File: src/rtl/cfsm_pkg.sv
`default_nettype none

package cfsm_pkg;

    // Field widths of the request and response words.
    localparam int CMD_W    = 3;
    localparam int COUNT_W  = 10;
    localparam int SLOT_W   = 10;
    localparam int DATA_W   = 32;
    localparam int STATUS_W = 2;

    // Width of an offset or frame length taken from one request.
    localparam int OFF_W    = 11;

    // Width of the pushed frame counter.
    localparam int FD_W     = 11;

    // Width of each link field in a frame header.
    localparam int LINK_W   = 16;

    // Default number of slots in the slot memory.
    localparam int DEPTH_DEFAULT = 1024;

    // Frame layout.
    localparam int FRAME_HDR_LEN = 1;
    localparam int FRAME_RES_OFF = 1;
    localparam int FRAME_ARG_OFF = 2;
    localparam int FRAME_VAL_OFF = 1;

    // The pushed frame counter saturates at its all-ones value.
    localparam logic [FD_W-1:0] FRAME_DEPTH_MAX = '1;

    typedef enum logic [CMD_W-1:0] {
        CMD_RESERVE      = 3'd0,
        CMD_PUSH         = 3'd1,
        CMD_RETURN       = 3'd2,
        CMD_SET_RESULT   = 3'd3,
        CMD_GET_VALUE    = 3'd4,
        CMD_SET_VALUE    = 3'd5,
        CMD_GET_ARG      = 3'd6,
        CMD_SET_NEXT_ARG = 3'd7
    } cmd_t;

    typedef enum logic [STATUS_W-1:0] {
        STATUS_OK       = 2'd0,
        STATUS_OVERFLOW = 2'd1,
        STATUS_RANGE    = 2'd2,
        STATUS_NO_FRAME = 2'd3
    } status_t;

    typedef enum logic {
        BK_IDLE   = 1'b0,
        BK_FINISH = 1'b1
    } back_state_t;

    // A classified command as it travels from the front end to the executor.
    typedef struct packed {
        cmd_t              op;
        logic [OFF_W-1:0]  len;
        logic [OFF_W-1:0]  off;
        logic [DATA_W-1:0] value;
    } cfsm_entry_t;

endpackage

`default_nettype wire

File: src/rtl/cfsm_in_if.sv
`default_nettype none

interface cfsm_in_if;
    logic                         valid;
    logic                         ready;
    logic [cfsm_pkg::CMD_W-1:0]   cmd;
    logic [cfsm_pkg::COUNT_W-1:0] count;
    logic [cfsm_pkg::SLOT_W-1:0]  slot;
    logic [cfsm_pkg::DATA_W-1:0]  value;

    modport source (output valid, output cmd, output count, output slot, output value,
                    input ready);
    modport sink (input valid, input cmd, input count, input slot, input value,
                  output ready);
endinterface

`default_nettype wire

File: src/rtl/cfsm_front.sv
`default_nettype none

module cfsm_front (
    input  wire logic                  clk,
    input  wire logic                  rst_n,
    cfsm_in_if.sink                    req,
    output logic                       q_valid,
    input  wire logic                  q_ready,
    output cfsm_pkg::cfsm_entry_t      q_entry
);

    logic                  valid_reg;
    logic                  valid_next;
    cfsm_pkg::cfsm_entry_t entry_reg;
    cfsm_pkg::cfsm_entry_t entry_next;
    logic                  take;

    // The stage takes a word when it is empty or its word moves on.
    assign req.ready = !valid_reg || q_ready;
    assign take      = req.valid && req.ready;

    // Classify the command and work out its frame offset and length.
    always_comb
    begin
        entry_next.op    = cfsm_pkg::cmd_t'(req.cmd);
        entry_next.value = req.value;
        entry_next.len   = cfsm_pkg::OFF_W'(cfsm_pkg::FRAME_HDR_LEN)
                           + cfsm_pkg::OFF_W'(req.count);
        unique case (entry_next.op)
            cfsm_pkg::CMD_GET_VALUE, cfsm_pkg::CMD_SET_VALUE:
            begin
                entry_next.off = cfsm_pkg::OFF_W'(cfsm_pkg::FRAME_VAL_OFF)
                                 + cfsm_pkg::OFF_W'(req.slot);
            end
            cfsm_pkg::CMD_GET_ARG, cfsm_pkg::CMD_SET_NEXT_ARG:
            begin
                entry_next.off = cfsm_pkg::OFF_W'(cfsm_pkg::FRAME_ARG_OFF)
                                 + cfsm_pkg::OFF_W'(req.slot);
            end
            cfsm_pkg::CMD_RETURN, cfsm_pkg::CMD_SET_RESULT:
            begin
                entry_next.off = cfsm_pkg::OFF_W'(cfsm_pkg::FRAME_RES_OFF);
            end
            default:
            begin
                entry_next.off = '0;
            end
        endcase
    end

    // Valid flag of the stage.
    always_comb
    begin
        if (take)
        begin
            valid_next = 1'b1;
        end
        else if (q_ready)
        begin
            valid_next = 1'b0;
        end
        else
        begin
            valid_next = valid_reg;
        end
    end

    always_ff @(posedge clk or negedge rst_n)
    begin
        if (!rst_n)
        begin
            valid_reg <= 1'b0;
        end
        else
        begin
            valid_reg <= valid_next;
        end
    end

    // Payload of the stage.
    always_ff @(posedge clk)
    begin
        if (take)
        begin
            entry_reg <= entry_next;
        end
    end

    assign q_valid = valid_reg;
    assign q_entry = entry_reg;

endmodule

`default_nettype wire

File: src/flat_wrapper.sv
// flat-port wrapper written by rule: the top's interface ports become plain ports
module cfsm_front_flat 
  (clk, rst_n, q_valid, q_ready, q_entry, req_valid, req_cmd, req_count, req_slot, req_value, req_ready);
  cfsm_in_if req_i ();
  input  wire logic clk;
  input  wire logic rst_n;
  output logic q_valid;
  input  wire logic q_ready;
  output cfsm_pkg::cfsm_entry_t q_entry;
  input wire logic [$bits(req_i.valid)-1:0] req_valid;
  input wire logic [$bits(req_i.cmd)-1:0] req_cmd;
  input wire logic [$bits(req_i.count)-1:0] req_count;
  input wire logic [$bits(req_i.slot)-1:0] req_slot;
  input wire logic [$bits(req_i.value)-1:0] req_value;
  output wire logic [$bits(req_i.ready)-1:0] req_ready;
  assign req_i.valid = req_valid;
  assign req_i.cmd = req_cmd;
  assign req_i.count = req_count;
  assign req_i.slot = req_slot;
  assign req_i.value = req_value;
  assign req_ready = req_i.ready;
  cfsm_front u_core (.clk(clk), .rst_n(rst_n), .req(req_i), .q_valid(q_valid), .q_ready(q_ready), .q_entry(q_entry));
endmodule
File: config.mk
export PLATFORM = sky130hd
export DESIGN_NAME = cfsm_front_flat
export DESIGN_NICKNAME = d
export VERILOG_FILES = /design/src/rtl/cfsm_pkg.sv /design/src/rtl/cfsm_in_if.sv /design/src/rtl/cfsm_front.sv /design/src/flat_wrapper.sv
export SDC_FILE = /design/constraint.sdc
export NUM_CORES = 1
export LEC_CHECK = 0
export CELL_PAD_IN_SITES_DETAIL_PLACEMENT = 0
export CELL_PAD_IN_SITES_GLOBAL_PLACEMENT = 2
export CORE_UTILIZATION = 42
export CTS_CLUSTER_DIAMETER = 200
export DETAILED_ROUTE_END_ITERATION = 10
export DONT_BUFFER_PORTS = 1
export GPL_TIMING_DRIVEN = 0
export PLACE_DENSITY = 0.88
export RECOVER_POWER = 50
export SYNTH_ARGS = -nofsm -noshare
export SYNTH_HDL_FRONTEND = slang
export SYNTH_SLANG_ARGS = --single-unit
File: constraint.sdc
create_clock -name clk -period 4.62 [get_ports clk]
set_input_delay 0.924 -clock clk [delete_from_list [all_inputs] [get_ports clk]]
set_output_delay 0.924 -clock clk [all_outputs]
set_load 0.005 [all_outputs]
Yosys cells after proc, flatten, opt, wreduce, memory -nomap -nowiden
Cells that the tools add are included.
{"block": "classes", "addsub": 3, "n_eq_ne": 6, "muxes": 3, "n_reduce_logical": 7}
{"op": "case mux 11 bit (3 select lines)", "n": 1}
{"op": "adder 1 x 10 -> 11 bit (first input constant)", "n": 2}
{"op": "== test 3 bit (second input constant)", "n": 4}
{"op": "adder 2 x 10 -> 11 bit (first input constant)", "n": 1}
{"op": "== test 3 x 2 -> 1 bit (second input constant)", "n": 2}
{"op": "OR reduction 2 bit", "n": 3}
{"op": "2-to-1 mux 1 bit", "n": 2}
{"op": "nonzero test 2 bit", "n": 1}
{"op": "logical AND 1 bit", "n": 1}
{"op": "zero test 1 bit", "n": 1}
{"op": "logical OR 1 bit", "n": 1}
{"block": "word_totals", "regBits": 58, "in_bits": 59, "output_inout_bits": 59, "wordCells": 24}

Logic depth before layout (Yosys ltp)
{"block": "depth", "ltp_word": 4, "ltp_mapped": 4, "mapped_depth_nobuf": 4}

Least setup slack after synthesis
Ideal clock, no wire load.
{"block": "synth_path", "path_type": "input port to flip-flop", "start": "input port q_ready", "end": "register u_core.entry_reg, in the netlist u_core.q_entry[0], enable pin", "setup_time_ns": 0.421, "arrival_time_ns": 2.440, "required_time_ns": 4.199, "slack_ns": 1.760, "stages": 2, "path_buffers": 0, "path_cell_list": "nand2b_1 > and2_1"}
{"block": "synth_between", "elab_chain_cells": 2}
{"element": "from (decl)", "line_no": "flat_wrapper.sv:8", "source": "input wire logic q_ready;"}
{"element": "logical OR 1 bit", "line_no": "cfsm_front.sv:19", "source": "assign req.ready = !valid_reg || q_ready;"}
{"element": "logical AND 1 bit", "line_no": "cfsm_front.sv:20", "source": "assign take = req.valid && req.ready;"}
{"element": "named net u_core.take", "line_no": "cfsm_front.sv:16", "source": "logic take;"}
{"element": "to (signal assigned)", "line_no": "cfsm_front.sv:85", "source": "entry_reg <= entry_next;"}
{"element": "to (decl)", "line_no": "cfsm_front.sv:14", "source": "cfsm_pkg::cfsm_entry_t entry_reg;"}
The timed path passes the listed nets, and every way through them passes these cells.
A chain may end at the register's enable or synchronous reset.

==> results_dict.tcl <==
set metrics [dict create \
    clkSinkCount 58 \
    reg2reg_depth 3 \
    hold_viol_final 0 \
    power_density_mw_per_mm2 445 \
    clk_pin_slew_worst_paths_ps 60 \
    crit_path_end_kind "register" \
    grt_pass1_wl_um 5480 \
    root_buffer "clkbuf_8" \
    drv_slew 0 \
    total_leakage_power_nw 0.835 \
    dieArea_mm2 0.00551 \
    ff_latch_area_mm2 0.00174 \
    status "finished clean" \
    cts_setup_buffers 0 \
    area_delta_synth_final_pct 12.1 \
    grt_start_max_net_pins 34 \
    final.period_utilization_pct 45.6 \
    synthesis.nets 189 \
    drtIter0Drc 57 \
    cp_max_fo 7 \
    dpl_worst_slack_ps 2390 \
    layout_min_cycle_time_ps 2110 \
    cts_hold_buf 0 \
    yosysUniqueCellTypes 26 \
    core_area_mm2 0.00488 \
    wl_um 3920 \
    postSynthAreaPerCell_um2 17.2 \
    syn_area_mm2 0.00219 \
    fmax_mhz 475 \
    hold_class "in -> async" \
    drc 0 \
    crit_type "in -> reg" \
    post_synth_inst_count 127 \
    io_pins 118 \
    vdd_drop_max_v 0.000166 \
    insertion_delay_ps 320 \
    viasPerCell 5.26 \
    initial_core_util_pct 44.9 \
    dp_cells 195 \
    rr_endpoint "u_core.q_entry[44]" \
    gp_congestion 0.651 \
    ant_nets 0 \
    cts_buffers 9 \
    cts_resized 0 \
    die_w_um 74.2 \
    grt_pass1_vias 1066 \
    ys_warn_count 0 \
    ys_ff_latch 58 \
    gr-total-overflow 0 \
    synth-seq-area-share_pct 79.3 \
    slew-limit-headroom_pct 50.9 \
    cp.required_ps 4790 \
    rsz0062_at_grt "false" \
    layout.cells.non_filler 211 \
    crit_path_start_kind "input port" \
    track_usage_pct 14.5 \
    worst_slew_pin_slew_ps 730 \
    setup_tns_ps 0 \
    clockBufferDepth 2 \
    diodes 0 \
    vias 1110 \
    die_height_um 74.2 \
    wl_per_cell_um 18.6 \
    rows 25 \
    fin_nets 201 \
    drv_cap 0 \
    multi_input_area_um2 413 \
    port_buffers 0 \
    dp_hpwl_um 3030 \
    setup_viol 0 \
    fillers 431 \
    r2r_slack_ps 2940 \
    cts_tree "done" \
    antenna_found_initial 0 \
    cts.htree.levels 3 \
    r2r_start "u_core.q_valid" \
    dr.pass1.iters 4 \
    drive_gt1_share_pct 9.72 \
    setup_slack_ps 2510 \
    crit_arrival_ps 2280 \
    clock-skew-final_ps 3.23 \
]
-- logic make-up (layout without fill, tap and decap cells) --
logic type      Yosys count  count (layout)  synth area share (%)
buf+inv                   6              23                  1.37
fa+ha+maj                 3               3                  1.71
flops                    58              58                  79.3
compound gates           14              14                  4.34
simple gates             33              33                  7.94
xor+xnor                 11              11                  4.40
mux                       2               2                 0.914
-- synthesized netlist by cell type (all sizes together) --
cell type	count	area share, %
edfxtp	57	78
xor2	7	2.8
nand2	6	1.0
nand3	6	1.4
a21oi	5	1.1
inv	5	0.86
nor2	4	0.69
o21ai	4	1.4
xnor2	4	1.6
ha	3	1.7
nand2b	3	0.86
nor4	3	0.86
or3	3	0.86
and3	2	0.57
mux2i	2	0.91
nor3	2	0.46
o31ai	2	0.69
or4	2	0.69
a211oi	1	0.34
and2	1	0.29
buf	1	0.51
dfrtp	1	1.1
nand4	1	0.29
o21a	1	0.34
o31a	1	0.40
-- layer usage --
metal	track usage (%)	routed length, um	vias to the layer above
met5	0	0	-
met4	11.1	91	0
met3	6.64	418	8
met2	24.6	2080	85
met1	13.6	1330	504
li1	-	-	513
-- how the worst max path moves through the flow --
stage | start | end | slack (ps) | cells past startpoint
6_report | req_cmd[1] | u_core.q_entry[41] | 2510 | 4
5_1_grt | req_cmd[1] | u_core.q_entry[41] | 2360 | 4
4_1_cts | q_ready | req_ready | 2600 | 1
3_5_place_dp | q_ready | u_core.q_entry[1] | 2390 | 3
3_3_place_gp | q_ready | u_core.q_entry[44] | 1400 | 2
2_1_floorplan | q_ready | u_core.q_entry[0] | 1760 | 2
-- critical path, stage by stage --
cell,delay (ps)
clkbuf_1,250
o21ai_0,340
or4_1,600
a21oi_1,170
-- layout by cell type, fill, tap and decap left out, drive strengths merged, types with 3 or more instances in the layout --
master,netlist,layout
clkbuf,0,14
a21oi,5,5
xnor2,4,4
xor2,7,7
or3,3,3
nand2,6,6
nand2b,3,3
ha,3,3
edfxtp,57,57
inv,5,5
nor2,4,4
nand3,6,6
o21ai,4,4
nor4,3,3
-- stage by stage --
step | power, mW | hold WS [ps] | cell area, um2 | util [%]
floorplan | 0.672 | 537 | 2190 | -
global placement | 0.683 | 574 | 2270 | 46.6
detailed placement | 0.687 | 626 | 2290 | 47.0
CTS | 1.11 | 277 | 2470 | 50.7
global route | 1.14 | 270 | 2450 | 50.3
finish | 1.09 | 296 | 2450 | 50.3
-- flip-flops by register name, summed over array words and instances, names as in the netlist --
register	count
u_core.q_entry	57
u_core.q_valid	1
-- final cells by class --
cell class                      instances  share of cell area (%)
Buffer                                  1                   0.153
Timing Repair Buffer                    1                   0.815
Tap cell                               67                    3.41
Sequential cell                        58                    70.7
Clock buffer                           13                    5.66
Clock inverter                          3                    1.63
Inverter                                5                   0.765
Multi-Input combinational cell         63                    16.8
-- report_power, final --
| group | switching (mW) | internal (mW) |
|---|---|---|
| logic | 0.0269 | 0.0146 |
| clock network | 0.170 | 0.248 |
| registers | 0.0155 | 0.617 |
No activity file was read; power rests on OpenSTA's default activity.
