$ cat src/rtl/cfsm_pkg.sv
`default_nettype none

package cfsm_pkg;

    // Field widths of the request and response words.
    localparam int CMD_W    = 3;
    localparam int COUNT_W  = 10;
    localparam int SLOT_W   = 10;
    localparam int DATA_W   = 32;
    localparam int STATUS_W = 2;

    // Width of an offset or frame length taken from one request.
    localparam int OFF_W    = 11;

    // Width of the pushed frame counter.
    localparam int FD_W     = 11;

    // Width of each link field in a frame header.
    localparam int LINK_W   = 16;

    // Default number of slots in the slot memory.
    localparam int DEPTH_DEFAULT = 1024;

    // Frame layout.
    localparam int FRAME_HDR_LEN = 1;
    localparam int FRAME_RES_OFF = 1;
    localparam int FRAME_ARG_OFF = 2;
    localparam int FRAME_VAL_OFF = 1;

    // The pushed frame counter saturates at its all-ones value.
    localparam logic [FD_W-1:0] FRAME_DEPTH_MAX = '1;

    typedef enum logic [CMD_W-1:0] {
        CMD_RESERVE      = 3'd0,
        CMD_PUSH         = 3'd1,
        CMD_RETURN       = 3'd2,
        CMD_SET_RESULT   = 3'd3,
        CMD_GET_VALUE    = 3'd4,
        CMD_SET_VALUE    = 3'd5,
        CMD_GET_ARG      = 3'd6,
        CMD_SET_NEXT_ARG = 3'd7
    } cmd_t;

    typedef enum logic [STATUS_W-1:0] {
        STATUS_OK       = 2'd0,
        STATUS_OVERFLOW = 2'd1,
        STATUS_RANGE    = 2'd2,
        STATUS_NO_FRAME = 2'd3
    } status_t;

    typedef enum logic {
        BK_IDLE   = 1'b0,
        BK_FINISH = 1'b1
    } back_state_t;

    // A classified command as it travels from the front end to the executor.
    typedef struct packed {
        cmd_t              op;
        logic [OFF_W-1:0]  len;
        logic [OFF_W-1:0]  off;
        logic [DATA_W-1:0] value;
    } cfsm_entry_t;

endpackage

`default_nettype wire

$ cat src/rtl/cfsm_queue.sv
`default_nettype none

module cfsm_queue (
    input  wire logic                  clk,
    input  wire logic                  rst_n,
    input  wire logic                  in_valid,
    output logic                       in_ready,
    input  wire cfsm_pkg::cfsm_entry_t in_entry,
    output logic                       out_valid,
    input  wire logic                  out_pop,
    output cfsm_pkg::cfsm_entry_t      out_entry
);

    cfsm_pkg::cfsm_entry_t entries [2];
    logic                  wr_ptr_reg;
    logic                  wr_ptr_next;
    logic                  rd_ptr_reg;
    logic                  rd_ptr_next;
    logic [1:0]            count_reg;
    logic [1:0]            count_next;
    logic                  push;
    logic                  pop;

    assign in_ready  = (count_reg != 2'd2);
    assign out_valid = (count_reg != 2'd0);
    assign out_entry = entries[rd_ptr_reg];

    assign push = in_valid && in_ready;
    assign pop  = out_pop && out_valid;

    // Pointer and fill count update.
    always_comb
    begin
        wr_ptr_next = push ? !wr_ptr_reg : wr_ptr_reg;
        rd_ptr_next = pop ? !rd_ptr_reg : rd_ptr_reg;
        count_next  = count_reg + 2'(push) - 2'(pop);
    end

    always_ff @(posedge clk or negedge rst_n)
    begin
        if (!rst_n)
        begin
            wr_ptr_reg <= 1'b0;
            rd_ptr_reg <= 1'b0;
            count_reg  <= 2'd0;
        end
        else
        begin
            wr_ptr_reg <= wr_ptr_next;
            rd_ptr_reg <= rd_ptr_next;
            count_reg  <= count_next;
        end
    end

    // Entry storage.
    always_ff @(posedge clk)
    begin
        if (push)
        begin
            entries[wr_ptr_reg] <= in_entry;
        end
    end

endmodule

`default_nettype wire

$ cat config.mk
export PLATFORM = sky130hd
export DESIGN_NAME = cfsm_queue
export DESIGN_NICKNAME = d
export VERILOG_FILES = /design/src/rtl/cfsm_pkg.sv /design/src/rtl/cfsm_queue.sv
export SDC_FILE = /design/constraint.sdc
export NUM_CORES = 1
export LEC_CHECK = 0
export BUFFER_PORTS_ARGS = -buffer_cell sky130_fd_sc_hd__buf_2
export CAP_MARGIN = 20
export CORE_UTILIZATION = 46
export DETAILED_ROUTE_END_ITERATION = 10
export PLACE_DENSITY = 0.7
export RECOVER_POWER = 100
export SETUP_SLACK_MARGIN = 0.05
export SYNTH_ARGS = -nofsm -noshare
export SYNTH_HDL_FRONTEND = slang
export SYNTH_SLANG_ARGS = --single-unit
$ cat constraint.sdc
create_clock -name clk -period 3.6 [get_ports clk]
set_input_delay 0.36 -clock clk [delete_from_list [all_inputs] [get_ports clk]]
set_output_delay 0.36 -clock clk [all_outputs]
set_load 0.005 [all_outputs]
Word level (Yosys, flattened, before mapping)
Memories as Yosys holds them, arrays and structs flattened.
Cells that the tools add are included.
Widths: inputs -> output; s select.
{"block": "word_totals", "latch_bits": 0, "elab_cells": 14, "rom_bits": 0, "mem_count": 1, "ramBits": 114, "inputBits": 61, "regBits": 4, "out_inout_bits": 59}
{"block": "classes", "reduce_logical": 5, "n_lt_le_gt_ge": 0, "eq_ne": 1, "n_addsub": 2, "n_mux": 2, "div": 0, "bitwise": 0, "n_mul": 0, "shifts": 0}
{"name": "entries", "depth": 2, "word_bits": 57, "read_ports": 1, "rd_clocked_by_memory_dff": 0, "wr": 1, "line": "cfsm_queue.sv:14", "text": "cfsm_pkg::cfsm_entry_t entries [2];"}
{"op": "$add 2x1->2", "count": 1}
{"op": "$logic_and 1x1->1", "count": 2}
{"op": "$logic_not 1->1", "count": 2}
{"op": "$mux 1", "count": 2}
{"op": "$ne 2x2->1 const B", "count": 1}
{"op": "$reduce_bool 2->1", "count": 1}
{"op": "$sub 2x1->2", "count": 1}

Depth between registers and ports, before layout
Gate-level depths: netlist of run 1.
{"block": "logic_depth", "depth_word": 4, "mapped_depth": 5, "depth_no_buf": 5}

Least setup slack after synthesis of run 1
Ideal clock, no wire load.
{"block": "synth_path", "path_type": "reg-to-reg", "from": "register count_reg[0]", "to": "memory entries[0][0] (netlist bit), enable pin", "t_arrival_ps": 3031, "t_required_ps": 3128, "synth_period_minus_slack_ps": 3503, "path_stages_with_launch": 4, "setup_ps": 472, "slack_ps": 97, "n_path_buf": 0, "path_cell_list": "dfrtp_1 -> nand2b_1 -> nand2_1 -> nor2_1"}
{"block": "synth_between", "elab_chain_cells": 4}
{"element": "start: declaration", "line": "cfsm_queue.sv:19", "text": "logic [1:0] count_reg;"}
{"element": "start signal: assignment", "line": "cfsm_queue.sv:51", "text": "count_reg <= count_next;"}
{"element": "$ne 2x2->1", "line": "cfsm_queue.sv:24", "text": "assign in_ready = (count_reg != 2'd2);"}
{"element": "via in_ready", "line": "cfsm_queue.sv:7", "text": "output logic in_ready,"}
{"element": "$logic_and 1x1->1", "line": "cfsm_queue.sv:28", "text": "assign push = in_valid && in_ready;"}
{"element": "$mux 1", "line": "cfsm_queue.sv:58", "text": "if (push)"}
{"element": "$mux 1 (implied by the code)", "line": "cfsm_queue.sv:60", "text": "entries[wr_ptr_reg] <= in_entry;"}
{"element": "end: declaration", "line": "cfsm_queue.sv:14"}
The timed path passes the listed nets, and every way through them passes these cells.

==> flow_summary.yaml, run 1 <==
critical_path:
  r2r_start: "count_reg[0]$_DFF_PN0_"
  crit_type: "flop to output pin"
  startpoint_type: "flop"
  crit_path_start: "rd_ptr_reg$_DFFE_PN0P_"
  crit_fanout: 38
  endpoint_kind: "output pin"
  critPathArrivalTime_ns: 2.57
  required_ns: 3.24
pwr:
  internal_power_mw: 3.32
  p_per_area_mw_per_mm2: 813
  clockPowerShare: 0.310
  switching_share: 0.258
  peakVddDrop_v: 0.000596
  power_frac_comb: 0.230
  p_seq_frac: 0.459
  p_leak_nw: 1.98
  power_switching_mw: 1.15
grt:
  overflow: 0
  grt_pass1_vias: 2258
  antenna_found_initial: 0
  grt_max_degree: 39
  track_usage: 0.156
  grt_pass1_wl_mm: 11.0
cells_and_area:
  postLayoutCellArea_mm2: 0.00550
  register_area_mm2: 0.00352
  largest_register_ffs: 114
  multiInputGateArea_um2: 771
  num_antenna_cells: 0
  nets: 400
  final_cell_mix: "114 x edfxtp_1, 75 x buf_2, 56 x mux2_2, 52 x clkbuf_1, 16 x clkbuf_16"
  area_growth_pct: 26.9
  n_fill_cell: 742
  fin_util: 0.598
  layout-drive-gt1-share: 0.455
  layout_commonest_cell: "edfxtp_1"
timing:
  finalSetupViolCount: 0
  timing.fmax_ghz: 0.342
  grt_setup_unrepaired: "no"
  post-route-min-period_ns: 2.93
  tightest_slew_ns: 1.35
  finClkSkew_ns: 0.00819
  hold_viol: 0
  slew_headroom: 0.0971
  setup_tns_ns: 0
  fin_crit_sh: 0.813
  finalMaxSlewViolations: 0
floorplanning:
  initial_core_util: 0.471
  rows: 35
  die_y_um: 99.1
  ios: 120
  coreArea_mm2: 0.00920
  die_width_um: 99.1
  die_area_mm2: 0.00981
clock_network:
  clock_sinks: 118
  cts_buffer_depth: 2
  post_cts_buffers: 0
  cts_tree: "yes"
  clkTransAtPathRegs_ns: 0.05
  clkLatencyLatePin_ns: 0.49
  htreeDepth: 4
  cts-root-buf: "clkbuf_8"
  numCtsBuffers: 17
detailed_routing:
  met2WireLength_mm: 3.54
  final_antenna_net_count: 0
  drc: 0
  wl_met1_mm: 3.07
  top_layer_used: "met4"
  viasPerCell: 4.95
  drt-total-wl_mm: 7.18
  drt-initial-drc-count: 65
  vias: 2266
  met3_length_um: 499
  drtPass1Iterations: 4
  detail_route.wl_per_cell_um: 15.7
synth:
  ys_ff_latch: 118
  synth_adder_area_share: 0.00289
  synth.top_cell.area_share: 0.790
  synth_area_leaders: "edfxtp_1 79%, mux2_2 15%, dfrtp_1 2.3%"
  synth_top_area_cell: "edfxtp_1"
  synth_nets: 261
  synth-simple-area-share: 0.0139
  synth-xor-area-share: 0.00606
  ys_warn_count: 0
  seq_area_frac_synth: 0.813
  syn_area_per_cell_um2: 21.8
  muxShareOfSynthArea: 0.148
  synth_top_family_by_area: "multiplexers"
  yosysUniqueCellTypes: 20
  syn_area_mm2: 0.00433
  synth_compound_area_frac: 0.00549
  syn_inst: 199
placement:
  place_area_mm2: 0.00508
  gp_congestion: 0.692
  port_buffers: 119
  hpwl_mm: 4.76
hold_path:
  min-delay-start: "in_entry[26]"
  hold_class: "primary input to flop"
run_status:
  status: "completed"
run:
  drv_cap: 0
==> logic make-up (layout without fill, tap and decap cells) <==
| family | count (synthesis) | count (layout) |
|---|---|---|
| and+or+nand+nor | 11 | 11 |
| AOI/OAI and AO/OA | 3 | 3 |
| muxes | 57 | 57 |
| adders and majority gates | 1 | 1 |
| DFF | 118 | 118 |
| buffers and inverters | 6 | 154 |
| xor gates and xnor gates | 3 | 3 |
==> repair_timing <==
action | in CTS | in global routing
endpoints found under the hold margin | 4 | 0
resized for setup | 0 | 0
hold buffers | 1 | 0
==> synth_stat cells <==
cell and n:
nand3_1 1, o21ai_0 1, nor2b_1 1, a311oi_1 1, ha_1 1, buf_6 2
buf_4 1, nand2b_1 1, dfrtp_1 4, buf_2 3, or2_2 1, nor2_1 3
nor4bb_1 1, o21ba_2 1, and3_2 1, xnor2_1 3, nand2_1 2, mux2_2 56
mux2_1 1, edfxtp_1 114
==> worst max-delay path: stages (launching register included) <==
cell and delay, ns:
dfrtp_2 0.96, clkbuf_1 0.56, mux2_2 0.41, buf_2 0.12
==> cell type report <==
class | count | share of cell area
Multi-Input combinational cell | 75 | 0.140
Clock inverter | 7 | 0.0109
Sequential cell | 118 | 0.641
Clock buffer | 21 | 0.0781
Timing Repair Buffer | 126 | 0.104
Tap cell | 111 | 0.0253
==> routing by layer <==
metal	up-vias	track usage
met4	0	0.0713
met3	10	0.0631
met5	-	0
li1	1075	-
met2	88	0.251
met1	1093	0.184
==> stage by stage <==
step / setup WS, ns / hold WS, ns / instances / power [mW]
finish: 0.675 / 0.0545 / 458 / 4.47
global route: 0.486 / 0.0201 / 458 / 4.71
CTS: 0.892 / 0.0282 / 458 / 4.58
detailed placement: 1.43 / 0.172 / 429 / 3.18
global placement: 1.46 / 0.170 / 429 / 3.15
floorplan: 0.0970 / 0.0644 / 199 / 2.71
==> path summary, 6_finish.rpt <==
| check | end | slack, ns | cells past startpoint |
|---|---|---|---|
| worst max-delay path | out_entry[10] | 0.67 | 3 |
| worst min-delay path | entries[0][26]$_DFFE_PP_ | 0.05 | 1 |
| worst max register to register | entries[1][14]$_DFFE_PP_ | 0.87 | 3 |
| worst min register to register | wr_ptr_reg$_DFFE_PN0P_ | 0.54 | 1 |
| max in group asynchronous | rd_ptr_reg$_DFFE_PN0P_ | 3.14 | 2 |
| min in group asynchronous | count_reg[0]$_DFF_PN0_ | 0.24 | 2 |
==> power groups by stage <==
stage | sequential [mW] | combinational (mW) | clock, mW
2_1_floorplan | 1.98 | 0.729 | 0
3_3_place_gp | 2.06 | 1.09 | 0
3_5_place_dp | 2.08 | 1.10 | 0
4_1_cts | 2.05 | 1.10 | 1.42
5_1_grt | 2.09 | 1.13 | 1.48
6_report | 2.05 | 1.03 | 1.39
(Power assumes the default switching activity.)
==> inputs of run 2 (changes only) <==
Settings changed: CORE_UTILIZATION 46 to 51, PLACE_DENSITY 0.7 to 0.74.
Clock period 3.6 ns to 2.85 ns, I/O delays scaled along.
==> run 2 against run 1 <==
  * Design area is 12% higher
  * Global-route usage grew 3.5 points
  * Critical path type unchanged
  * First-iteration DRC count rose by 48%
==> flow_summary.yaml, run 2 (same netlist as run 1, synthesis figures left out) <==
floorplanning:
  die_width_um: 94.2
  rows: 33
  coreArea_mm2: 0.00822
  die_area_mm2: 0.00887
  initial_core_util: 0.527
  die_y_um: 94.2
  ios: 120
critical_path:
  slowest_stage: "dfrtp_2"
  startpoint_type: "flop"
  crit_type: "flop to output pin"
  crit_fanout: 36
  endpoint_kind: "output pin"
  required_ns: 2.57
  slowest_delay_ns: 0.70
  critPathArrivalTime_ns: 2.03
  path_cells: "buf_12, mux2_2, buf_2"
detailed_routing:
  drt-initial-drc-count: 96
  vias: 2504
  viasPerCell: 4.89
  detail_route.wl_per_cell_um: 15.5
  drt-total-wl_mm: 7.95
  drc: 0
  final_antenna_net_count: 0
  drtPass1Iterations: 4
run_status:
  status: "completed"
clock_network:
  cts_tree: "yes"
  cts_hold_buf: 58
  clock_sinks: 118
  cts_buffer_depth: 2
  numCtsBuffers: 17
  clkTransAtPathRegs_ns: 0.05
  cts-root-buf: "clkbuf_8"
  clkLatencyLatePin_ns: 0.49
  htreeDepth: 4
  cts_resized: 0
  post_cts_buffers: 0
cells_and_area:
  layout_commonest_cell: "edfxtp_1"
  area_growth_pct: 41.7
  final_cells: 512
  n_fill_cell: 529
  layout-drive-gt1-share: 0.339
  fin_util: 0.747
  num_antenna_cells: 0
  largest_register_ffs: 114
  nets: 456
  final_cell_mix: "114 x edfxtp_1, 76 x clkbuf_1, 58 x dlygate4sd3_1, 55 x mux2_2, 46 x buf_2"
placement:
  dp_cells: 422
  hpwl_mm: 4.72
  port_buffers: 119
  gp_congestion: 0.671
timing:
  finClkSkew_ns: 0.00647
  grt_setup_unrepaired: "no"
  hold_viol: 0
  timing.fmax_ghz: 0.432
  fin_crit_sh: 0.812
  setup_tns_ns: 0
  slew_headroom: 0.0222
  tightest_slew_ns: 1.47
  post-route-min-period_ns: 2.31
  finalSetupViolCount: 0
  finalMaxSlewViolations: 0
hold_path:
  hold_class: "primary input to flop"
grt:
  track_usage: 0.191
  grt_pass1_vias: 2638
  antenna_found_initial: 0
  overflow: 0
  grt_max_degree: 37
  grt_pass1_wl_mm: 12.3
pwr:
  p_leak_nw: 2.20
  peakVddDrop_v: 0.000747
  p_per_area_mw_per_mm2: 986
  power_mw: 6.05
run:
  drv_cap: 0
[run 2: worst max-delay path, delay by kind of cell (launching register included)]
family,cells,cell delay (ns)
DFF,1,0.70
buffers and inverters,2,0.43
muxes,1,0.38
[run 2: area by class of cell]
| class | instances | area [µm²] | share of cell area |
|---|---|---|---|
| clock buffers | 21 | 429 | 0.0699 |
| clock inverters | 11 | 156 | 0.0255 |
| multi-input cells | 75 | 772 | 0.126 |
| flip-flops and latches | 118 | 3520 | 0.574 |
| well taps | 105 | 131 | 0.0214 |
| repair buffers | 182 | 1120 | 0.183 |
[run 2: per-layer routing]
metal | vias to the layer above | GRT usage | share of wire
met4 | 0 | 0.0603 | 0.0050
met5 | - | 0 | 0
met1 | 1218 | 0.226 | 0.42
met3 | 5 | 0.0752 | 0.071
met2 | 95 | 0.318 | 0.51
li1 | 1186 | - | -
[run 2: through the flow]
stage | area [µm²] | worst slack [ns] | hold slack (ns)
2_1_floorplan | 4340 | 0.298 | -0.0106
3_3_place_gp | 5070 | 0.993 | 0.0967
3_5_place_dp | 5070 | 1.00 | 0.0978
4_1_cts | 6240 | 0.473 | 0.0787
5_1_grt | 6140 | 0.345 | 0.104
6_report | 6140 | 0.537 | 0.0953
[run 2: worst paths after layout]
| path | startpoint | slack [ns] | to | cells after the start |
|---|---|---|---|---|
| worst max-delay path | rd_ptr_reg$_DFFE_PN0P_ | 0.54 | out_entry[5] | 3 |
| max in group asynchronous | rst_n | 2.47 | rd_ptr_reg$_DFFE_PN0P_ | 2 |
| min in group asynchronous | rst_n | 0.16 | count_reg[1]$_DFF_PN0_ | 2 |
| worst min register to register | wr_ptr_reg$_DFFE_PN0P_ | 0.55 | wr_ptr_reg$_DFFE_PN0P_ | 1 |
| worst max register to register | count_reg[0]$_DFF_PN0_ | 0.57 | entries[0][41]$_DFFE_PP_ | 4 |
| worst min-delay path | out_pop | 0.1 | rd_ptr_reg$_DFFE_PN0P_ | 3 |
[run 2: power by group]
group          leakage (nW)  switching [mW]  internal [mW]
Combinational         0.807           0.694          0.733
Sequential             1.11           0.168           2.39
Clock                 0.287           0.665           1.41
